**src/fdscp_pkg.sv**
```systemverilog
// Shared types, codes and reset constants for the close-page FIFO scheduler.
`default_nettype none
package fdscp_pkg;

	localparam int unsigned QUEUE_DEPTH_DEF = 16;
	localparam int unsigned NUM_BANKS_DEF   = 8;

	localparam int unsigned TAG_W   = 16;
	localparam int unsigned BANK_W  = 3;
	localparam int unsigned KIND_W  = 2;
	localparam int unsigned ERR_W   = 2;
	localparam int unsigned MASK_W  = 8;
	localparam int unsigned CFG_IW  = 2;
	localparam int unsigned CFG_DW  = 5;
	localparam int unsigned LIMIT_W = 5;
	localparam int unsigned BCNT_W  = 4;

	localparam logic [KIND_W-1:0] KIND_PUSH  = 2'd0;
	localparam logic [KIND_W-1:0] KIND_POP   = 2'd1;
	localparam logic [KIND_W-1:0] KIND_EVENT = 2'd2;

	localparam logic [ERR_W-1:0] ERR_NONE     = 2'd0;
	localparam logic [ERR_W-1:0] ERR_FULL     = 2'd1;
	localparam logic [ERR_W-1:0] ERR_BANK_OOR = 2'd2;

	localparam logic [CFG_IW-1:0] REG_CLOSE_PAGE  = 2'd0;
	localparam logic [CFG_IW-1:0] REG_QUEUE_LIMIT = 2'd1;
	localparam logic [CFG_IW-1:0] REG_BANK_COUNT  = 2'd2;

	localparam logic [LIMIT_W-1:0] QUEUE_LIMIT_RST = 5'd16;
	localparam logic [BCNT_W-1:0]  BANK_COUNT_RST  = 4'd8;

	typedef struct packed {
		logic [TAG_W-1:0]  tag;
		logic [BANK_W-1:0] bank;
	} q_entry_t;

	typedef struct packed {
		logic push;
		logic pop;
	} q_ctl_t;

endpackage
`default_nettype wire

```
**src/fdscp_queue.sv**
```systemverilog
// In-order transaction queue storage with pointers and a registered head read.
`default_nettype none
module fdscp_queue #(
	parameter int unsigned QUEUE_DEPTH = fdscp_pkg::QUEUE_DEPTH_DEF
) (
	input  wire                      clk,
	input  wire                      arst_n,
	input  wire fdscp_pkg::q_ctl_t   ctl,
	input  wire fdscp_pkg::q_entry_t wr_entry,
	output fdscp_pkg::q_entry_t      head_entry
);
	import fdscp_pkg::*;

	localparam int unsigned PW = $clog2(QUEUE_DEPTH);

	q_entry_t mem [QUEUE_DEPTH];
	q_entry_t head_q;
	logic [PW-1:0] head_ptr_q;
	logic [PW-1:0] tail_ptr_q;
	logic [PW-1:0] head_d;
	logic [PW-1:0] head_inc;
	logic [PW-1:0] tail_inc;

	assign head_inc = (head_ptr_q == PW'(QUEUE_DEPTH - 1)) ? '0 : head_ptr_q + PW'(1);
	assign tail_inc = (tail_ptr_q == PW'(QUEUE_DEPTH - 1)) ? '0 : tail_ptr_q + PW'(1);
	assign head_d   = ctl.pop ? head_inc : head_ptr_q;

	always_ff @(posedge clk or negedge arst_n) begin
		if (!arst_n) begin
			head_ptr_q <= '0;
			tail_ptr_q <= '0;
		end else begin
			head_ptr_q <= head_d;
			if (ctl.push) begin
				tail_ptr_q <= tail_inc;
			end
		end
	end

	// The head entry is prefetched into a register; a write to that slot is forwarded.
	always_ff @(posedge clk) begin
		if (ctl.push) begin
			mem[tail_ptr_q] <= wr_entry;
		end
		if (ctl.push && (tail_ptr_q == head_d)) begin
			head_q <= wr_entry;
		end else begin
			head_q <= mem[head_d];
		end
	end

	assign head_entry = head_q;

endmodule
`default_nettype wire

```
**src/fifo_dram_scheduler_close_page_top.sv**
```systemverilog
// Top level of the FIFO memory scheduler with close-page precharge selection.
// An accepted item is registered in the input stage, its result in the result register.
// One item per cycle unless stalled; queue and bank state update in the result cycle.
// The head entry of the queue memory is prefetched into a register each cycle.
// Reset clears pointers, counters and handshake state and restores register defaults.
// The queue memory is not cleared; an entry is only popped after it was written.
`default_nettype none
module fifo_dram_scheduler_close_page_top #(
	parameter int unsigned QUEUE_DEPTH = fdscp_pkg::QUEUE_DEPTH_DEF,
	parameter int unsigned NUM_BANKS   = fdscp_pkg::NUM_BANKS_DEF
) (
	input  wire                               clk,
	input  wire                               arst_n,
	input  wire                               cfg_valid,
	output logic                              cfg_ready,
	input  wire [fdscp_pkg::CFG_IW-1:0]       cfg_index,
	input  wire [fdscp_pkg::CFG_DW-1:0]       cfg_data,
	input  wire                               in_valid,
	output logic                              in_ready,
	input  wire [fdscp_pkg::KIND_W-1:0]       kind,
	input  wire [fdscp_pkg::TAG_W-1:0]        tag,
	input  wire [fdscp_pkg::BANK_W-1:0]       bank,
	input  wire                               has_current,
	input  wire [fdscp_pkg::MASK_W-1:0]       open_row_mask,
	input  wire [fdscp_pkg::MASK_W-1:0]       precharge_ok_mask,
	output logic                              out_valid,
	input  wire                               out_ready,
	output logic                              popped_valid,
	output logic [fdscp_pkg::TAG_W-1:0]       popped_tag,
	output logic [fdscp_pkg::BANK_W-1:0]      popped_bank,
	output logic                              precharge_valid,
	output logic [fdscp_pkg::BANK_W-1:0]      precharge_bank,
	output logic                              accept_more,
	output logic [fdscp_pkg::ERR_W-1:0]       error
);
	import fdscp_pkg::*;

	localparam int unsigned CW  = $clog2(QUEUE_DEPTH + 1);
	localparam int unsigned LW  = ((CW > LIMIT_W) ? CW : LIMIT_W) + 1;
	localparam int unsigned BKW = BCNT_W + 1;

	// Configuration registers.
	logic               close_page_q;
	logic [LIMIT_W-1:0] queue_limit_q;
	logic [BCNT_W-1:0]  bank_count_q;

	assign cfg_ready = 1'b1;

	always_ff @(posedge clk or negedge arst_n) begin
		if (!arst_n) begin
			close_page_q  <= 1'b0;
			queue_limit_q <= QUEUE_LIMIT_RST;
			bank_count_q  <= BANK_COUNT_RST;
		end else if (cfg_valid && cfg_ready) begin
			case (cfg_index)
				REG_CLOSE_PAGE:  close_page_q  <= cfg_data[0];
				REG_QUEUE_LIMIT: queue_limit_q <= cfg_data[LIMIT_W-1:0];
				REG_BANK_COUNT:  bank_count_q  <= cfg_data[BCNT_W-1:0];
				default: ;
			endcase
		end
	end

	// Input stage.
	logic               valid_s1;
	logic [KIND_W-1:0]  kind_s1;
	logic [TAG_W-1:0]   tag_s1;
	logic [BANK_W-1:0]  bank_s1;
	logic               has_cur_s1;
	logic [MASK_W-1:0]  open_s1;
	logic [MASK_W-1:0]  ok_s1;
	logic               out_valid_q;
	logic               fire;

	assign fire     = valid_s1 && (!out_valid_q || out_ready);
	assign in_ready = !valid_s1 || fire;

	always_ff @(posedge clk or negedge arst_n) begin
		if (!arst_n) begin
			valid_s1 <= 1'b0;
		end else if (in_valid && in_ready) begin
			valid_s1 <= 1'b1;
		end else if (fire) begin
			valid_s1 <= 1'b0;
		end
	end

	always_ff @(posedge clk) begin
		if (in_valid && in_ready) begin
			kind_s1    <= kind;
			tag_s1     <= tag;
			bank_s1    <= bank;
			has_cur_s1 <= has_current;
			open_s1    <= open_row_mask;
			ok_s1      <= precharge_ok_mask;
		end
	end

	// Queue bookkeeping.
	logic [CW-1:0]  count_q;
	logic [CW-1:0]  count_d;
	logic [LW-1:0]  limit_eff;
	logic [BKW-1:0] banks_eff;
	logic           is_push;
	logic           is_pop;
	logic           full;
	logic           bank_bad;
	logic           push_ok;
	logic           pop_ok;
	logic [ERR_W-1:0] err_d;
	q_ctl_t         q_ctl;
	q_entry_t       head_entry;
	q_entry_t       wr_entry;

	assign limit_eff = (LW'(queue_limit_q) > LW'(QUEUE_DEPTH)) ? LW'(QUEUE_DEPTH)
		: LW'(queue_limit_q);
	assign banks_eff = (BKW'(bank_count_q) > BKW'(NUM_BANKS)) ? BKW'(NUM_BANKS)
		: BKW'(bank_count_q);

	assign is_push  = (kind_s1 == KIND_PUSH);
	assign is_pop   = (kind_s1 == KIND_POP);
	assign full     = LW'(count_q) >= limit_eff;
	assign bank_bad = BKW'(bank_s1) >= banks_eff;
	assign push_ok  = fire && is_push && !full && !bank_bad;
	assign pop_ok   = fire && is_pop && (count_q != '0);

	always_comb begin
		err_d = ERR_NONE;
		if (is_push) begin
			if (full) begin
				err_d = ERR_FULL;
			end else if (bank_bad) begin
				err_d = ERR_BANK_OOR;
			end
		end
	end

	always_comb begin
		count_d = count_q;
		if (push_ok) begin
			count_d = count_q + CW'(1);
		end else if (pop_ok) begin
			count_d = count_q - CW'(1);
		end
	end

	always_ff @(posedge clk or negedge arst_n) begin
		if (!arst_n) begin
			count_q <= '0;
		end else begin
			count_q <= count_d;
		end
	end

	assign q_ctl.push     = push_ok;
	assign q_ctl.pop      = pop_ok;
	assign wr_entry.tag   = tag_s1;
	assign wr_entry.bank  = bank_s1;

	fdscp_queue #(
		.QUEUE_DEPTH(QUEUE_DEPTH)
	) u_queue (
		.clk        (clk),
		.arst_n     (arst_n),
		.ctl        (q_ctl),
		.wr_entry   (wr_entry),
		.head_entry (head_entry)
	);

	// Pending accesses per bank.
	logic [CW-1:0]     pending_q [NUM_BANKS];
	logic [MASK_W-1:0] cand;

	for (genvar b = 0; b < NUM_BANKS; b++) begin : g_pend
		logic inc;
		logic dec;
		assign inc = push_ok && (BKW'(bank_s1) == BKW'(b));
		assign dec = pop_ok && (BKW'(head_entry.bank) == BKW'(b)) && (pending_q[b] != '0);
		always_ff @(posedge clk or negedge arst_n) begin
			if (!arst_n) begin
				pending_q[b] <= '0;
			end else if (inc) begin
				pending_q[b] <= pending_q[b] + CW'(1);
			end else if (dec) begin
				pending_q[b] <= pending_q[b] - CW'(1);
			end
		end
	end

	for (genvar i = 0; i < MASK_W; i++) begin : g_cand
		if (i < NUM_BANKS) begin : g_on
			assign cand[i] = close_page_q && (kind_s1 == KIND_EVENT)
				&& (BKW'(i) < banks_eff)
				&& !(has_cur_s1 && (bank_s1 == BANK_W'(i)))
				&& (pending_q[i] == '0) && open_s1[i] && ok_s1[i];
		end else begin : g_off
			assign cand[i] = 1'b0;
		end
	end

	logic              pre_v_d;
	logic [BANK_W-1:0] pre_b_d;

	always_comb begin
		pre_v_d = 1'b0;
		pre_b_d = '0;
		for (int i = MASK_W - 1; i >= 0; i--) begin
			if (cand[i]) begin
				pre_v_d = 1'b1;
				pre_b_d = BANK_W'(i);
			end
		end
	end

	// Result register.
	logic              pop_v_q;
	logic [TAG_W-1:0]  pop_tag_q;
	logic [BANK_W-1:0] pop_bank_q;
	logic              pre_v_q;
	logic [BANK_W-1:0] pre_b_q;
	logic              more_q;
	logic [ERR_W-1:0]  err_q;

	always_ff @(posedge clk or negedge arst_n) begin
		if (!arst_n) begin
			out_valid_q <= 1'b0;
		end else if (fire) begin
			out_valid_q <= 1'b1;
		end else if (out_ready) begin
			out_valid_q <= 1'b0;
		end
	end

	always_ff @(posedge clk) begin
		if (fire) begin
			pop_v_q    <= pop_ok;
			pop_tag_q  <= pop_ok ? head_entry.tag : '0;
			pop_bank_q <= pop_ok ? head_entry.bank : '0;
			pre_v_q    <= pre_v_d;
			pre_b_q    <= pre_b_d;
			more_q     <= (LW'(count_d) + LW'(1)) < limit_eff;
			err_q      <= err_d;
		end
	end

	assign out_valid       = out_valid_q;
	assign popped_valid    = pop_v_q;
	assign popped_tag      = pop_tag_q;
	assign popped_bank     = pop_bank_q;
	assign precharge_valid = pre_v_q;
	assign precharge_bank  = pre_b_q;
	assign accept_more     = more_q;
	assign error           = err_q;

	// A dropped push leaves the queue occupancy unchanged.
	a_drop_keeps_count: assert property (@(posedge clk) disable iff (!arst_n)
		fire && is_push && (err_d != ERR_NONE) |=> count_q == $past(count_q))
		else $error("dropped push changed the queue count");

	// The occupancy never exceeds the storage depth.
	a_count_bound: assert property (@(posedge clk) disable iff (!arst_n)
		LW'(count_q) <= LW'(QUEUE_DEPTH))
		else $error("queue count above depth");

	// A result never reports a pop together with a precharge or an error.
	a_result_exclusive: assert property (@(posedge clk) disable iff (!arst_n)
		out_valid_q && pop_v_q |-> !pre_v_q && (err_q == ERR_NONE))
		else $error("pop result mixed with precharge or error");

	// A precharged bank had no pending access when it was chosen.
	a_pre_idle_bank: assert property (@(posedge clk) disable iff (!arst_n)
		fire && pre_v_d |-> (pending_q[pre_b_d] == '0) && !push_ok && !pop_ok)
		else $error("precharge chosen for a busy bank");

endmodule
`default_nettype wire

```
**config.mk**
```make
export PLATFORM = sky130hd
export DESIGN_NAME = fifo_dram_scheduler_close_page_top
export DESIGN_NICKNAME = d
export VERILOG_FILES = /design/src/fdscp_pkg.sv /design/src/fdscp_queue.sv /design/src/fifo_dram_scheduler_close_page_top.sv
export SDC_FILE = /design/constraint.sdc
export NUM_CORES = 1
export LEC_CHECK = 0
export BUFFER_PORTS_ARGS = -buffer_cell sky130_fd_sc_hd__buf_4
export CORE_MARGIN = 5
export CORE_UTILIZATION = 55
export DETAILED_ROUTE_END_ITERATION = 6
export GPL_ROUTABILITY_DRIVEN = 0
export HOLD_SLACK_MARGIN = 0.02
export PLACE_DENSITY_LB_ADDON = 0.15
export SLEW_MARGIN = 0
export SYNTH_ARGS = -nofsm -noshare
export SYNTH_HDL_FRONTEND = slang
export SYNTH_SLANG_ARGS = --single-unit
```
**constraint.sdc**
```tcl
create_clock -name clk -period 5.6 [get_ports clk]
set_input_delay 0 -clock clk [delete_from_list [all_inputs] [get_ports clk]]
set_output_delay 0 -clock clk [all_outputs]
set_load 0.03 [all_outputs]
```
# Word level (Yosys, flattened, before mapping)
# Memory sizes are Yosys's and may differ from the RTL's. A register that Yosys moved wholly into a read port is not among the register bits.
# Index checks and enable logic that the tools add are counted.
[op_classes] n_addsub=21 order_cmp=13 n_eq_ne=20 n_mux=39 n_bitwise=1 n_reduce_logical=132
[ops] op="$mux W5" n=19
[ops] op="$logic_and A1 B1 Y1" n=80
[ops] op="$add A5 B1 Y5 const B" n=9
[ops] op="$reduce_bool A5 Y1" n=9
[ops] op="$sub A5 B1 Y5 const B" n=9
[ops] op="$logic_not A5 Y1" n=8
[ops] op="$eq A3 B3 Y1 const B" n=8
[ops] op="$reduce_bool A2 Y1" n=10
[ops] op="$lt A3 B4 Y1 const A" n=4
[ops] op="$mux W4" n=4
[ops] op="$eq A3 B2 Y1 const B" n=4
[ops] op="$logic_not A1 Y1" n=12
[ops] op="$mux W3" n=4
[ops] op="$mux W1" n=9
[ops] op="$add A4 B1 Y4 const B" n=2
[ops] op="$eq A4 B4 Y1 const B" n=2
[ops] op="$lt A1 B4 Y1 const A" n=2
[ops] op="$lt A2 B4 Y1 const A" n=2
[ops] op="$reduce_or A7 Y1" n=1
[ops] op="$add A5 B1 Y6 const B" n=1
[ops] op="$eq A3 B1 Y1 const B" n=2
[ops] op="$logic_not A3 Y1" n=2
[ops] op="$lt A6 B5 Y1" n=1
[ops] op="$mux W2" n=3
[ops] op="other kinds (12)" n=19
[word_totals] ff_bits=130 ram_bits=304 inputBits=50 out_inout_bits=30 wordCells=259 memories=1
[memory_table] name="u_queue.mem" depth=16 word_bits=19 read_ports=1 rd_clocked_by_memory_dff=1 wr=1 line_no="fdscp_queue.sv:16" source="q_entry_t mem [QUEUE_DEPTH];"

# Longest topological paths before layout
# Gate-level depths: netlist of the first run.
[depth] word_depth=15 ltp_mapped=19

# Hierarchy
# A second synthesis of the first run with hierarchy kept.
[unflattened] hier_cells=1038 area_unflattened_um2=18285.0
[by_module_without_submodules] module="fdscp_queue" n_inst=1 cells_each=538 area_each_um2=11961.5 seq_area_each_um2=9409.0
[by_module_without_submodules] module="fifo_dram_scheduler_close_page_top" n_inst=1 cells_each=500 area_each_um2=6323.6 seq_area_each_um2=3380.7

# Worst setup path before layout of the first run
# Ideal clock, no wire load.
[synth_path] kind="register -> register" from="register out_valid_q (netlist: out_valid)" to="memory u_queue.mem[3][0] (netlist bit), enable pin" setup_time_ns=0.419 t_arrival_ns=3.923 required_time_ns=5.181 slack_ns=1.258 path_stages_with_launch=8 path_buffers=1 period_less_slack_ns=4.342 path_cell_list="dfrtp_1 nand2b_1 and2_1 o21ai_1 nor2_1 clkbuf_1 nand2_1 nor3_1"
[synth_between] elab_chain_len=8
[synth_rtl] item="from (decl)" line_no="fifo_dram_scheduler_close_page_top.sv:72" source="logic out_valid_q;"
[synth_rtl] item="from (signal assigned)" line_no="fifo_dram_scheduler_close_page_top.sv:226" source="out_valid_q <= 1'b0;"
[synth_rtl] item="from (signal assigned)" line_no="fifo_dram_scheduler_close_page_top.sv:228" source="out_valid_q <= 1'b1;"
[synth_rtl] item="from (signal assigned)" line_no="fifo_dram_scheduler_close_page_top.sv:230" source="out_valid_q <= 1'b0;"
[synth_rtl] item="$logic_not A1 Y1" line_no="fifo_dram_scheduler_close_page_top.sv:75" source="assign fire = valid_s1 && (!out_valid_q || out_ready);"
[synth_rtl] item="$logic_or A1 B1 Y1" line_no="fifo_dram_scheduler_close_page_top.sv:75"
[synth_rtl] item="$logic_and A1 B1 Y1" line_no="fifo_dram_scheduler_close_page_top.sv:75"
[synth_rtl] item="named net fire" line_no="fifo_dram_scheduler_close_page_top.sv:73" source="logic fire;"
[synth_rtl] item="$logic_and A1 B1 Y1 (3 in series)" line_no="fifo_dram_scheduler_close_page_top.sv:124" source="assign push_ok = fire && is_push && !full && !bank_bad;"
[synth_rtl] item="$mux W1" line_no="fdscp_queue.sv:42" source="if (ctl.push) begin"
[synth_rtl] item="$mux W1 (not written as such)" line_no="fdscp_queue.sv:43" source="mem[tail_ptr_q] <= wr_entry;"
[synth_rtl] item="to (decl)" line_no="fdscp_queue.sv:16"
# The timed path passes the listed nets, and every way through them passes these cells.

# Worst setup path in the final report of the first run
[layout_path] from="register bank_s1[0]" to="register pending_q[39] (netlist bit)"
[layout_between] elab_chain_len=5
[layout_rtl] item="from (decl)" line_no="fifo_dram_scheduler_close_page_top.sv:68" source="logic [BANK_W-1:0] bank_s1;"
[layout_rtl] item="from (signal assigned)" line_no="fifo_dram_scheduler_close_page_top.sv:92" source="bank_s1 <= bank;"
[layout_rtl] item="$ge A3 B4 Y1" line_no="fifo_dram_scheduler_close_page_top.sv:123" source="assign bank_bad = BKW'(bank_s1) >= banks_eff;"
[layout_rtl] item="$logic_not A1 Y1" line_no="fifo_dram_scheduler_close_page_top.sv:124"
[layout_rtl] item="$logic_and A1 B1 Y1" line_no="fifo_dram_scheduler_close_page_top.sv:124"
[layout_rtl] item="$logic_and A1 B1 Y1 (*)" line_no="fifo_dram_scheduler_close_page_top.sv:177" source="assign inc = push_ok && (BKW'(bank_s1) == BKW'(b));"
[layout_rtl] item="$mux W5 or $reduce_bool A2 Y1 (tied branches)"
[layout_rtl] item="to (signal, indexed assignment)" line_no="fifo_dram_scheduler_close_page_top.sv:183" source="pending_q[b] <= pending_q[b] + CW'(1);"
[layout_rtl] item="to (signal, indexed assignment)" line_no="fifo_dram_scheduler_close_page_top.sv:185" source="pending_q[b] <= pending_q[b] - CW'(1);"
[layout_rtl] item="to (decl)" line_no="fifo_dram_scheduler_close_page_top.sv:171" source="logic [CW-1:0] pending_q [NUM_BANKS];"
# Every way passes the cells marked *; elsewhere a longest branch is shown, timed or not.
# A chain may end at the register's enable or synchronous reset.

==> flow_summary.yaml, run 1 <==
worst_setup_path:
  arrival_ns: 4.82
  crit_slowest_cell: "nor4b_1"
  worstPathMaxFanout: 23
  cp_num_buf_inv: 2
  r2r_slack_ns: 1.25
  cp-end-kind: "flip-flop"
  critPathMaxStageDelay_ns: 0.80
  start_kind: "flip-flop"
  crit_type: "reg2reg"
  cpLargestDelayFamily: "compound AO/OA/AOI/OAI gates"
  critPathRequiredTime_ns: 6.07
  crit_path_cell_trace: "inv_1, ha_1, nand2b_1, a211oi_1, o21ai_1, nor4b_1, inv_1, fa_1, a21o_1, a21o_1, o31a_1, o21ai_1"
clock_tree:
  post_cts_resized: 0
  clkLatencyLatePin_ns: 0.55
  cts.htree.levels: 2
  cts_tree: "built"
  numClockSinks: 438
  clockBufferDepth: 3
  clock-root-buffer: "clkbuf_16"
  post_cts_buffers: 0
  hold_buffers: 56
  clkTransAtPathRegs_ns: 0.06
  cts_made_buffers: 45
placed_design:
  port_buffers: 78
  dp.cells: 1590
  dpl-instance-area_mm2: 0.01964
  dpl.hpwl_um: 22840
pwr:
  seq_power_share_pct: 45.4
  p_leak_uw: 0.007608
  ir_drop_v: 0.0002690
  power_density_mw_per_mm2: 427.5
  clockPowerShare_pct: 29.8
  p_sw_share_pct: 29.49
  p_switching_uw: 2716
  p_comb_share_pct: 24.8
  internal_power_uw: 6494
final_layout:
  stdcell_area_mm2: 0.02154
  nets: 1347
  fin_cells: 1726
  final_common_cell: "edfxtp_1"
  drive_above_1_share_pct: 22.30
  final_cell_mix: "edfxtp_1 (369), buf_4 (104), mux4_2 (72)"
  diodes: 0
  area_growth_pct: 16.99
  nFillCells: 2331
grt:
  grt_max_degree: 66
  overflow: 0
  grt.total_usage_pct: 21.33
  grt_pass1_wl_um: 60200
  antenna_found_initial: 0
  first_global_vias: 10327
drt:
  wire_per_inst_um: 22.57
  drt_iter0_drc: 803
  first_pass_iters: 5
  routed_wl_um: 38950
  via_count: 10162
  via_per_inst: 5.888
  drc: 0
  ant_nets: 0
logic_synthesis:
  synth_warnings: 0
  synth_ff_type: "edfxtp_1"
  syn-num-nets: 1179
  syn_avg_cell_area_um2: 17.10
  yosysSeqAreaShare_pct: 69.46
  synth_area_mm2: 0.01841
  synth_edf_count: 369
  ys_ff_latch: 438
  synthArstFlopShare_pct: 14.84
  synth_cells: 1077
  ys_types: 72
floorplanning:
  start_util_pct: 55.33
  fp-row-count: 67
  die_h_um: 193.0
  dieArea_mm2: 0.03724
  die_w_um: 193.0
  coreArea_mm2: 0.03328
  ios: 80
timing:
  hold_violations: 0
  finClkSkew_ns: 0.02126
  min_period_ns: 4.348
  fin_crit_sh_pct: 77.63
  rsz0062_at_grt: "no"
  drv_slew: 0
  setup_violations: 0
  timing.fmax_mhz: 230.0
  tightest_slew_ns: 1.066
  relSlewSlack_pct: 28.92
  finalSetupTns_ns: 0
hold_path:
  hp-class: "in2async"
run:
  cap_violations: 0
run_status:
  status: "complete, no violations"
## metrics by stage
step	hold slack (ns)	util [%]	total power (µW)	worst slack, ns
after floorplan	-0.2956	-	5903	1.258
after global placement	0.1710	59.01	6433	1.522
after detailed placement	0.1793	59.01	6495	1.342
after CTS	0.1387	64.73	9286	1.337
after global routing	0.1569	64.73	9720	0.8661
final	0.1054	64.73	9209	1.252
## sequential cells by signal (all words and copies together) (netlist names), 4 cells and up, named ones only
name / count
ok_s1: 8
queue_limit_q: 5
u_queue.head_ptr_q: 4
bank_count_q: 4
open_s1: 8
pending_q: 40
tag_s1: 16
u_queue.mem: 304
u_queue.tail_ptr_q: 4
count_q: 5
popped_tag: 16
## worst reg2reg max path, stage by stage, from the launching register on
cell	delay [ns]
edfxtp_1	0.74
inv_1	0.19
ha_1	0.32
nand2b_1	0.14
a211oi_1	0.31
o21ai_1	0.30
nor4b_1	0.81
inv_1	0.27
fa_1	0.47
a21o_1	0.17
a21o_1	0.20
o31a_1	0.24
o21ai_1	0.12
## synth_stat cells (11+ instances only)
library cell  count  area [µm²]
dfrtp_1          63        1577
mux2_2           16       180.2
edfxtp_1        369       11080
xor2_1           14       122.6
buf_2            11       55.05
mux2i_1          25       250.2
inv_1            26       97.59
nor2_1           43       161.4
ha_1             44       550.5
clkbuf_1         21       78.83
nand2_1          49       183.9
a21o_1           20       150.1
o21ai_0          30       150.1
nand3_1          20       100.1
nor3_1           12       60.06
a21oi_1          28       140.1
a211oi_1         33       247.7
mux4_2           72        1622
nor2b_1          28       175.2
## power by group through the flow
stage	clock [µW]	combinational [µW]	sequential [µW]
floorplan	0	1830	4080
global placement	0	2200	4230
detailed placement	0	2250	4250
CTS	2800	2300	4190
global route	2950	2530	4240
finish	2750	2280	4180
## area by class of cell
cell class,instances,area [µm²],area share (%)
timing repair buffer,160,1341,6.226
clock inverter,22,146.4,0.6795
clock buffer,58,1196,5.552
tap,448,560.5,2.602
multi-input combinational,574,5404,25.08
inverter,26,97.59,0.4530
sequential,438,12800,59.40
## worst paths after layout
| kind | from | end | cells past startpoint |
|---|---|---|---|
| worst max-delay path | bank_s1[0]$_DFFE_PP_ | pending_q[39]$_DFFE_PN0P_ | 12 |
| worst min-delay path | arst_n | pending_q[13]$_DFFE_PN0P_ | 2 |
| worst max register to register | bank_s1[0]$_DFFE_PP_ | pending_q[39]$_DFFE_PN0P_ | 12 |
| worst min register to register | pending_q[39]$_DFFE_PN0P_ | pending_q[39]$_DFFE_PN0P_ | 1 |
| max in group asynchronous | arst_n | queue_limit_q[3]$_DFFE_PN0P_ | 2 |
| min in group clk | tag[13] | tag_s1[13]$_DFFE_PP_ | 2 |
## cell families after synthesis
kind of cell             share of synthesized area [%]
other                                          0.02037
AND/OR/NAND/NOR                                  5.932
adder cells (fa/ha/maj)                          3.859
XOR/XNOR                                         1.094
AO/OA/AOI/OAI                                    6.217
flip-flops                                       69.46
multiplexers                                     11.94
buffers and inverters                            1.481
## per-layer routing
layer | vias up | routed length, µm | global-route usage [%]
met5 | - | 0 | 0
met4 | 0 | 731 | 4.902
met3 | 52 | 2088 | 3.511
met2 | 277 | 18780 | 33.40
met1 | 5211 | 17350 | 32.21
li1 | 4622 | - | -
Note: power is estimated with default switching activity, not from simulation.
==> inputs of run 2 (changes only) <==
==> constraint.sdc (replaced) <==
create_clock -name clk -period 4.4 [get_ports clk]
set_input_delay 0 -clock clk [delete_from_list [all_inputs] [get_ports clk]]
set_output_delay 0 -clock clk [all_outputs]
set_load 0.03 [all_outputs]
==> flow_summary.yaml, run 2 (synthesis results as in run 1) <==
worst_setup_path:
  worstPathMaxFanout: 13
  cp-end-kind: "flip-flop"
  cpMostUsedCell: "a21o_1"
  r2r-start: "bank_count_q[3]$_DFFE_PN1P_"
  critPathMaxStageDelay_ns: 0.66
  start_kind: "flip-flop"
  arrival_ns: 4.58
  crit_path_cell_trace: "nor2b_1, ha_1, nand2b_1, a211oi_1, o21ai_1, or2_1, nor4_1, inv_1, fa_1, a21o_1, a21o_1, nor3_1, a21oi_1, mux2i_1"
  cpLargestDelayFamily: "simple AND/OR/NAND/NOR gates"
  cp_num_buf_inv: 1
  crit_slowest_cell: "dfstp_2"
  crit_path_start: "bank_count_q[3]$_DFFE_PN1P_"
  critPathRequiredTime_ns: 4.88
  crit_type: "reg2reg"
final_layout:
  nFillCells: 2308
  final_common_cell: "edfxtp_1"
  multi_input_area_mm2: 0.005409
  diodes: 0
  reg.largest.list: "u_queue.mem (304), pending_q (40)"
  area_growth_pct: 18.33
  final_cell_mix: "edfxtp_1 (369), buf_4 (115), mux4_2 (72)"
  largest-register: "u_queue.mem"
  nets: 1362
  drive_above_1_share_pct: 23.59
  seq_area_mm2: 0.01280
  largest_register_ffs: 304
timing:
  tightest_slew_ns: 0.8768
  rsz0062_at_grt: "no"
  finalSetupTns_ns: 0
  relSlewSlack_pct: 41.54
  fin_crit_sh_pct: 93.13
  hold_violations: 0
  drv_slew: 0
  min_period_ns: 4.098
  timing.fmax_mhz: 244.0
  setup_violations: 0
  finClkSkew_ns: 0.01617
drt:
  first_pass_iters: 5
  via_per_inst: 5.880
  routed_wl_um: 38980
  drt_iter0_drc: 851
  wire_per_inst_um: 22.34
  drc: 0
  ant_nets: 0
  via_count: 10260
clock_tree:
  post_cts_buffers: 0
  cts.htree.levels: 2
  clock-root-buffer: "clkbuf_16"
  cts_made_buffers: 46
  clkLatencyLatePin_ns: 0.56
  clkTransAtPathRegs_ns: 0.06
  clockBufferDepth: 3
  numClockSinks: 438
  cts_tree: "built"
grt:
  grt_max_degree: 66
  overflow: 0
  first_global_vias: 10573
  grt.total_usage_pct: 21.74
  antenna_found_initial: 0
  grt_use_met3_pct: 3.691
  gr-usage-met1_pct: 32.75
  busiest_layer: "met2"
  grt_pass1_wl_um: 61040
  grtUsageMet2_pct: 33.81
floorplanning:
  fp-row-count: 67
  die_w_um: 193.0
  die_h_um: 193.0
  ios: 80
  dieArea_mm2: 0.03724
  coreArea_mm2: 0.03328
  start_util_pct: 55.33
pwr:
  p_leak_uw: 0.007731
  total_power_uw: 11860
  power_density_mw_per_mm2: 544.2
  ir_drop_v: 0.0003714
placed_design:
  port_buffers: 78
  dpl.hpwl_um: 23510
run_status:
  status: "complete, no violations"
hold_path:
  hp-class: "in2async"
run:
  cap_violations: 0
-- run 2: cell count changes in the layout (fill, tap and decap cells not counted) --
cell           change
clkinv_2           -1
buf_4             +11
clkinvlp_4         +1
clkinv_4           +3
buf_12             +4
bufinv_16          +2
nand3_2            +1
nand3_1            -1
dlygate4sd3_1      -1
-- run 2: final timing paths --
check                                                  to  slack, ns  cells past startpoint
min in group clk                      tag_s1[8]$_DFFE_PP_       0.16                      2
worst max-delay path            pending_q[34]$_DFFE_PN0P_       0.30                     14
max in group asynchronous            valid_s1$_DFFE_PN0P_       3.72                      2
worst max register to register  pending_q[34]$_DFFE_PN0P_       0.30                     14
worst min register to register  pending_q[29]$_DFFE_PN0P_       0.49                      1
worst min-delay path            pending_q[11]$_DFFE_PN0P_       0.08                      2
-- run 2: through the flow --
step           util [%]  std cells  setup slack [ns]  instance area, µm²  hold slack (ns)
6_report          65.47       1745            0.3022               21790          0.08384
5_1_grt           65.47       1745           0.05902               21790           0.1440
2_1_floorplan         -       1077           0.05836               18410          -0.2956
3_3_place_gp      59.50       1605            0.5717               19800           0.1687
3_5_place_dp      59.50       1605            0.3799               19800           0.1793
4_1_cts           65.46       1745            0.3299               21780           0.1238
-- run 2: where the power goes --
group          total, µW  switching, µW  internal, µW
Clock               3660           1540          2110
Combinational       2900           1450          1450
Sequential          5300            460          4840
Total              11900           3450          8400
-- run 2: cell type report --
cell class | instances | area share, %
sequential | 438 | 58.73
clock inverter | 27 | 1.080
clock buffer | 58 | 5.490
tap | 448 | 2.573
inverter | 26 | 0.4479
timing repair buffer | 174 | 6.856
multi-input combinational | 574 | 24.82
-- run 2: what timing repair did --
item | CTS | global route
endpoints found under the setup margin | 0 | 1
resized for setup | 0 | 1
hold endpoints to repair | 113 | 0
hold buffers | 55 | 0
-- run 2: routing by layer --
metal | part of all wire [%] | wire, µm
met2 | 47 | 18500
met4 | 1.8 | 707
met5 | 0 | 0
met3 | 5.8 | 2242
met1 | 45 | 17520
